## config.mk

```make
export PLATFORM = sky130hd
export DESIGN_NAME = sds_cell
export DESIGN_NICKNAME = d
export VERILOG_FILES = /design/src/rtl/sds_pkg.sv /design/src/rtl/sds_cell.sv
export SDC_FILE = /design/constraint.sdc
export NUM_CORES = 1
export LEC_CHECK = 0
export ABC_AREA = 1
export BUFFER_PORTS_ARGS = -buffer_cell sky130_fd_sc_hd__buf_2
export CAP_MARGIN = 20
export CORE_ASPECT_RATIO = 0.9
export CORE_MARGIN = 5
export CORE_UTILIZATION = 49
export DETAILED_ROUTE_END_ITERATION = 8
export PLACE_DENSITY = 0.95
export SETUP_SLACK_MARGIN = 0.5
export SYNTH_ARGS = -nofsm -noshare
export SYNTH_HDL_FRONTEND = slang
export SYNTH_SLANG_ARGS = --single-unit
```

## constraint.sdc

```tcl
create_clock -name clk -period 5.7 [get_ports clk]
set_clock_uncertainty 0.05 [all_clocks]
set_input_delay 0.285 -clock clk [delete_from_list [all_inputs] [get_ports clk]]
set_output_delay 0.285 -clock clk [all_outputs]
set_load 0.03 [all_outputs]
```

## src/rtl/sds_pkg.sv

```systemverilog
`default_nettype none

package sds_pkg;

  localparam int CAPACITY = 8;
  localparam int STAGE_W  = 32;
  localparam int PHASE_W  = 2;
  localparam int COUNT_W  = $clog2(CAPACITY + 1);

  typedef enum logic {
    FUNC_APPEND = 1'b0,
    FUNC_DRAIN  = 1'b1
  } func_t;

  typedef enum logic [1:0] {
    CELL_HOLD,
    CELL_APPEND,
    CELL_SHIFT
  } cell_op_t;

  typedef struct packed {
    cell_op_t op;
    logic     merge;
  } cell_ctl_t;

endpackage

`default_nettype wire

```

## src/rtl/sds_cell.sv

```systemverilog
`default_nettype none

module sds_cell
  import sds_pkg::*;
(
  input  wire logic               clk,
  input  wire cell_ctl_t          ctl,
  input  wire logic               occupied,
  input  wire logic               left_lt,
  input  wire logic [STAGE_W-1:0] new_stage,
  input  wire logic [PHASE_W-1:0] new_phase,
  input  wire logic [STAGE_W-1:0] left_stage,
  input  wire logic [PHASE_W-1:0] left_phase,
  input  wire logic [STAGE_W-1:0] right_stage,
  input  wire logic [PHASE_W-1:0] right_phase,
  output logic [STAGE_W-1:0]      stage,
  output logic [PHASE_W-1:0]      phase,
  output logic                    lt,
  output logic                    eq
);

  assign lt = occupied && (stage < new_stage);
  assign eq = occupied && (stage == new_stage);

  always_ff @(posedge clk) begin
    case (ctl.op)
      CELL_APPEND: begin
        if (ctl.merge) begin
          if (eq && (new_phase > phase)) begin
            phase <= new_phase;
          end
        end else if (!lt) begin
          if (left_lt) begin
            stage <= new_stage;
            phase <= new_phase;
          end else begin
            stage <= left_stage;
            phase <= left_phase;
          end
        end
      end
      CELL_SHIFT: begin
        stage <= right_stage;
        phase <= right_phase;
      end
      default: begin
      end
    endcase
  end

endmodule

`default_nettype wire

```

==> results.sh, run 1 <==
export IMPL_crit_path_max_incr_delay_ns=0.51
export IMPL_fin_crit_sh_pct=47.8
export IMPL_final_core_util_pct=67.1
export IMPL_grt_pass1_vias=2837
export IMPL_die_area_um2=7160
export IMPL_outcome="complete, no violations"
export IMPL_cts_buffers=5
export IMPL_arrival_ns=2.65
export IMPL_post_cts_resized=0
export IMPL_via_per_inst=5.06
export IMPL_syn_avg_cell_area_um2=7.64
export IMPL_path_class="reg2reg"
export IMPL_start_kind="flip-flop"
export IMPL_cts_htree_levels=2
export IMPL_place_gp_congestion=0.834
export IMPL_crit_path_start="stage[15]"
export IMPL_die_h_um=80.8
export IMPL_tightest_slew_ns=0.992
export IMPL_drc=0
export IMPL_ant_nets=0
export IMPL_cts_tree="yes"
export IMPL_slew_viol_final=0
export IMPL_grt_start_max_net_pins=67
export IMPL_crit_path_end_kind="flip-flop"
export IMPL_portBuffers=143
export IMPL_finalHoldViolCount=0
export IMPL_critPathMaxFanout=17
export IMPL_drtPass1Iterations=5
export IMPL_intPower_mw=0.470
export IMPL_fin_area_um2=3570
export IMPL_cp_num_buf_inv=2
export IMPL_p_seq_share_pct=44.4
export IMPL_syn_instance_count=357
export IMPL_dpl_cell_count=555
export IMPL_die_w_um=88.7
export IMPL_start_util_pct=51.3
export IMPL_power_density_nw_per_um2=197
export IMPL_place_area_um2=3490
export IMPL_grt_setup_unrepaired="no"
export IMPL_crit_chain="ha_1 -> nand2_1 -> nor2_2 -> nand4_2 -> clkinv_1 -> nand2_1 -> nand2_1 -> nand2_1 -> nand2_1 -> nand2_1 -> nand2_1 -> buf_4"
export IMPL_fillers=459
export IMPL_p_sw_share_pct=33.0
export IMPL_ys_async_sr_fraction_pct=0
export IMPL_antenna_cells=0
export IMPL_slew_headroom_pct=33.9
export IMPL_regToRegStartpoint="stage[15]"
export IMPL_fmax_mhz=367
export IMPL_holdCritPathClass="in2reg"
export IMPL_cts_hold_buf=0
export IMPL_synth_edf_count=34
export IMPL_synth_area_leaders="edfxtp_1 37%, ha_1 17%, nand2_1 14%, o21ai_0 7.9%, inv_1 7.0%"
export IMPL_cts_root_buf="clkbuf_8"
export IMPL_grt_pass1_wl_mm=12.3
export IMPL_io_pins=144
export IMPL_yosysSeqAreaShare_pct=37.4
export IMPL_fin_nets=639
export IMPL_rows=25
export IMPL_worst_path_most_repeated_cell="nand2_1"
export IMPL_clkLatencyLatePin_ns=0.28
export IMPL_yosysUniqueCellTypes=21
export IMPL_syn_num_nets=501
export IMPL_cp_top_family="simple AND/OR/NAND/NOR gates"
export IMPL_cp_slowest_cell="nand2_1"
export IMPL_grt_overflow_total=0
export IMPL_required_ns=5.62
export IMPL_synthDominantCellAreaShare_pct=37.4
export IMPL_p_comb_share_pct=31.6
export IMPL_drive_above_1_share_pct=33.3
export IMPL_drtIter0Drc=116
export IMPL_yosys_warnings=0
export IMPL_fin_setup_tns_ns=0
export IMPL_p_sw_mw=0.232
export IMPL_clkPwrFrac_pct=23.9
export IMPL_report_final_setup_viol=0
export IMPL_antenna_found_initial=0
export IMPL_drv_cap=0
export IMPL_fin_cells=563
export IMPL_post_route_min_period_ns=2.72
export IMPL_syn_area_um2=2730
export IMPL_vdd_drop_max_mv=0.138
export IMPL_post_cts_buffers=0
export IMPL_yosys_top_cells_count="102 x nand2_1, 51 x inv_1, 43 x o21ai_0"
export IMPL_clk_pin_slew_worst_paths_ns=0.07
export IMPL_synth_most_common_cell="nand2_1"
export IMPL_synth_top_area_cell="edfxtp_1"
export IMPL_synth_seq_cells=34
export IMPL_hold_start="right_stage[30]"
export IMPL_clk_path_buf_depth=2
export IMPL_ys_flop_type="edfxtp_1"
export IMPL_grt_usage_pct=21.9
export IMPL_cts_sinks=34
export IMPL_core_area_um2=5320
export IMPL_wl_mm=7.71
export IMPL_leakagePower_nw=1.88
export IMPL_num_vias=2846
export IMPL_avgRoutedWirePerCell_um=13.7
export IMPL_dp_hpwl_mm=6.36
export IMPL_synthToLayoutAreaGrowth_pct=30.7
## path summary, 6_finish.rpt
| path | to | slack, ns | cells after the start |
|---|---|---|---|
| worst max-delay path | stage[8] | 2.98 | 12 |
| worst min-delay path | stage[30] | 0.23 | 3 |
| worst max register to register | stage[8] | 2.98 | 12 |
| worst min register to register | phase[0] | 0.95 | 6 |
## worst min-delay path, stage by stage
cell     delay [ns]
buf_2          0.07
nand2_1        0.03
o21ai_0        0.05
## per-layer routing
| metal | vias up | GRT usage (%) | wire [um] |
|---|---|---|---|
| li1 | 1449 | - | - |
| met1 | 1270 | 25.3 | 2960 |
| met2 | 119 | 41.1 | 4010 |
| met3 | 8 | 5.58 | 688 |
| met4 | 0 | 3.02 | 55 |
| met5 | - | 0 | 0 |
## kinds of logic (layout without fill, tap and decap cells)
| logic type | after synthesis | count (layout) | share of synthesized area [%] |
|---|---|---|---|
| and+or+nand+nor | 130 | 130 | 19.8 |
| adders and majority gates | 36 | 36 | 16.5 |
| buffers and inverters | 67 | 206 | 9.49 |
| DFF | 34 | 34 | 37.4 |
| AOI/OAI and AO/OA | 90 | 90 | 16.8 |
## layout by cell type, fill, tap and decap left out, drive strengths merged
cell type and n:
nand3 3, nor4 1, nand4 2, buf 145, ha 36, o21a 2
nor2 18, a21oi 23, a21o 1, inv 52, nand2 106, clkinv 3
edfxtp 34, o21ai 64, clkbuf 6
## final cells by class
cell class | count | area (um^2) | share of cell area [%]
multi-input combinational | 256 | 1450 | 40.7
inverter | 53 | 199 | 5.58
timing repair buffer | 145 | 731 | 20.5
clock inverter | 2 | 8.76 | 0.246
sequential | 34 | 1020 | 28.6
tap | 67 | 83.8 | 2.35
clock buffer | 6 | 72.6 | 2.03
## per-stage QoR
step	hold slack, ns	power (mW)	setup slack, ns
final	0.225	0.701	2.98
after global routing	0.241	0.747	2.70
after CTS	0.220	0.706	2.95
after detailed placement	0.514	0.539	2.94
after global placement	0.513	0.527	3.09
after floorplan	0.421	0.454	3.09
## sequential cells by signal (all words and copies together) (netlist names)
name	cells
stage	32
phase	2
## power by group through the flow
| stage | clock network, mW | logic (mW) | registers, mW |
|---|---|---|---|
| 6_report | 0.168 | 0.222 | 0.311 |
| 5_1_grt | 0.183 | 0.250 | 0.313 |
| 4_1_cts | 0.171 | 0.223 | 0.311 |
| 3_5_place_dp | 0 | 0.222 | 0.317 |
| 3_3_place_gp | 0 | 0.212 | 0.315 |
| 2_1_floorplan | 0 | 0.105 | 0.350 |
(Power assumes the default switching activity.)
==> run 2, diff against run 1 <==
--- a/config.mk
+++ b/config.mk
@@ -5,14 +5,14 @@
 export SDC_FILE = /design/constraint.sdc
 export NUM_CORES = 1
 export LEC_CHECK = 0
-export ABC_AREA = 1
+export ABC_AREA = 0
 export BUFFER_PORTS_ARGS = -buffer_cell sky130_fd_sc_hd__buf_2
 export CAP_MARGIN = 20
 export CORE_ASPECT_RATIO = 0.9
 export CORE_MARGIN = 5
-export CORE_UTILIZATION = 49
+export CORE_UTILIZATION = 41
 export DETAILED_ROUTE_END_ITERATION = 8
-export PLACE_DENSITY = 0.95
+export PLACE_DENSITY = 0.86
 export SETUP_SLACK_MARGIN = 0.5
 export SYNTH_ARGS = -nofsm -noshare
 export SYNTH_HDL_FRONTEND = slang
==> constraint.sdc (replaced) <==
create_clock -name clk -period 2.21 [get_ports clk]
set_clock_uncertainty 0.05 [all_clocks]
set_input_delay 0.1105 -clock clk [delete_from_list [all_inputs] [get_ports clk]]
set_output_delay 0.1105 -clock clk [all_outputs]
set_load 0.03 [all_outputs]
==> run 2 against run 1 <==
The flow now finishes with violations (negative setup slack). Synthesized cell count is 21% lower. Wire length grew 3.4%. Setup slack lost 3.2 ns. Cell area rose by 13%. Critical path depth shrank 3. Via count down 6.5%. Register-to-register slack got worse by 3.2 ns. Synthesized area is 1.7% lower. Sequential cell count stayed put. Hold slack got worse by 0.17 ns. Sequential power rose to 2.7 times the previous value. Utilization is 4.9 points lower. Critical path type unchanged. Critical endpoint is now stage[29]. Largest cell class unchanged.
==> results.sh, run 2 <==
export IMPL_outcome="complete, but fails checks"
export IMPL_failed_checks="negative setup slack"
export IMPL_grt_pass1_vias=2701
export IMPL_final_common_cell="buf_2"
export IMPL_grt_usage_pct=18.6
export IMPL_holdCritPathClass="in2reg"
export IMPL_io_pins=144
export IMPL_critPathMaxFanout=16
export IMPL_dp_hpwl_mm=6.41
export IMPL_top_regs="stage (32), phase (2)"
export IMPL_via_per_inst=4.94
export IMPL_synthDominantCellAreaShare_pct=38.0
export IMPL_ys_async_sr_fraction_pct=0
export IMPL_power_density_nw_per_um2=494
export IMPL_fin_crit_sh_pct=109
export IMPL_synth_top_area_cell="edfxtp_1"
export IMPL_grt_overflow_total=0
export IMPL_cts_tree="yes"
export IMPL_core_area_um2=6480
export IMPL_largest_register="stage"
export IMPL_ant_nets=0
export IMPL_place_gp_congestion=0.760
export IMPL_num_vias=2660
export IMPL_syn_instance_count=281
export IMPL_cts_buffers=5
export IMPL_drive_above_1_share_pct=44.8
export IMPL_rows=28
export IMPL_portBuffers=143
export IMPL_clk_path_buf_depth=2
export IMPL_post_route_min_period_ns=2.41
export IMPL_die_h_um=86.8
export IMPL_vdd_drop_max_mv=0.294
export IMPL_yosysSeqAreaShare_pct=38.0
export IMPL_arrival_ns=2.35
export IMPL_synth_xor_area_share_pct=0
export IMPL_antenna_cells=0
export IMPL_die_w_um=95.3
export IMPL_crit_path_end_kind="flip-flop"
export IMPL_fmax_mhz=416
export IMPL_cts_sinks=34
export IMPL_fin_setup_tns_ns=-6.44
export IMPL_drv_cap=0
export IMPL_synth_most_common_cell="nand2_1"
export IMPL_report_final_setup_viol=35
export IMPL_path_class="reg2reg"
export IMPL_ys_flop_type="edfxtp_1"
export IMPL_start_kind="flip-flop"
export IMPL_finalHoldViolCount=0
export IMPL_grt_setup_unrepaired="yes"
export IMPL_drc=0
export IMPL_synth_top_family_by_area="adder cells"
export IMPL_drtPass1Iterations=4
export IMPL_grt_pass1_wl_mm=11.9
export IMPL_synth_area_leaders="edfxtp_1 38%, ha_1 17%, mux2i_1 13%, o21ai_0 6.9%, nand2_1 5.6%"
export IMPL_start_util_pct=41.4
export IMPL_final_core_util_pct=62.2
export IMPL_cts_htree_levels=2
export IMPL_fillers=570
export IMPL_muxShareOfSynthArea_pct=12.7
export IMPL_clk_pin_slew_worst_paths_ns=0.07
export IMPL_yosys_top_cells_count="40 x nand2_1, 37 x inv_1, 37 x o21ai_0"
export IMPL_die_area_um2=8270
export IMPL_avgRoutedWirePerCell_um=14.8
export IMPL_yosys_warnings=0
export IMPL_dpl_cell_count=522
export IMPL_tightest_slew_ns=0.579
export IMPL_drtIter0Drc=73
export IMPL_antenna_found_initial=0
export IMPL_slew_viol_final=0
export IMPL_wl_mm=7.98
export IMPL_clkLatencyLatePin_ns=0.28
export IMPL_fin_cells=539
export IMPL_setup_ws_ns=-0.195
export IMPL_synth_compound_gate_area_share_pct=14.2
export IMPL_mostFrequentLayoutCells="141 x buf_2, 40 x nand2_1, 37 x inv_1, 36 x o21ai_0"
export IMPL_grt_start_max_net_pins=69
export IMPL_syn_num_nets=425
export IMPL_fin_nets=592
export IMPL_cts_root_buf="clkbuf_8"
export IMPL_syn_area_um2=2680
export IMPL_synth_edf_count=34
export IMPL_synth_seq_cells=34
export IMPL_yosys_area_share_adder_pct=16.8
export IMPL_synthSimpleGateAreaFrac_pct=11.5
export IMPL_largest_reg_flops=32
export IMPL_yosysUniqueCellTypes=33
export IMPL_cts_hold_buf=0
export IMPL_synthToLayoutAreaGrowth_pct=50.1
export IMPL_syn_avg_cell_area_um2=9.55
export IMPL_required_ns=2.15
export IMPL_slew_headroom_pct=61.4
export IMPL_leakagePower_nw=1.99
export IMPL_hold_ws_ns=0.0515
[run 2: cell count changes in the layout (fill, tap and decap cells not counted), moves of 10 or more]
cell / before / now
ha_4: 0 / 11
a21oi_1: 23 / 12
inv_1: 51 / 37
buf_4: 2 / 22
ha_1: 35 / 24
nand2_1: 102 / 40
mux2i_1: 0 / 34
nor2_1: 13 / 3
o21ai_1: 21 / 2
[run 2: worst paths after layout]
path,slack (ns),depth (start not counted),startpoint,to
setup reg to reg,-0.20,9,stage[27],stage[29]
hold / removal,0.05,3,right_stage[30],stage[30]
hold reg to reg,0.99,5,phase[0],phase[1]
setup / recovery,-0.20,9,stage[27],stage[29]
[run 2: cell type report]
class / count / area (um^2) / area share, %
Multi-Input combinational cell: 199 / 1690 / 41.9
Sequential cell: 34 / 1020 / 25.3
Timing Repair Buffer: 171 / 987 / 24.5
Inverter: 37 / 139 / 3.45
Tap cell: 90 / 113 / 2.80
Clock buffer: 5 / 68.8 / 1.71
Clock inverter: 3 / 11.3 / 0.280
[run 2: power by group]
group	internal, mW	switching, mW
Sequential	0.790	0.0380
Clock	0.210	0.217
Combinational	0.329	0.407
Total	1.33	0.662
[run 2: cell families after synthesis]
logic type	count (synthesis)
DFF	34
buffers and inverters	48
muxes	34
adders and majority gates	36
AOI/OAI and AO/OA	64
and+or+nand+nor	65
[run 2: timing repair]
item | in CTS | in global routing
pin swaps | 7 | 7
resized for setup | 11 | 7
endpoints found under the hold margin | 0 | 0
setup buffers | 4 | 5
setup endpoints to repair | 36 | 36
[run 2: critical path, stage by stage (launching register included)]
cell and delay (ns):
edfxtp_1 0.43, ha_4 0.31, nand4_1 0.24, nor2_1 0.17, a22o_1 0.17, a2111oi_2 0.04, buf_4 0.15, buf_4 0.13
a31oi_4 0.22, buf_12 0.19
[run 2: per-stage QoR]
stage	power, mW	setup WS, ns	instance area [um^2]
floorplan	1.24	-0.353	2810
global placement	1.50	-0.0800	3770
detailed placement	1.53	-0.140	3770
CTS	1.98	-0.285	3930
global route	2.11	-0.329	4030
finish	1.99	-0.195	4030
[run 2: layer usage]
| metal | global-route usage (%) | vias up | wire, um |
|---|---|---|---|
| met3 | 4.77 | 14 | 533 |
| met1 | 22.3 | 1227 | 3280 |
| met4 | 5.90 | 0 | 126 |
| li1 | - | 1337 | - |
| met5 | 0 | - | 0 |
| met2 | 32.4 | 82 | 4030 |
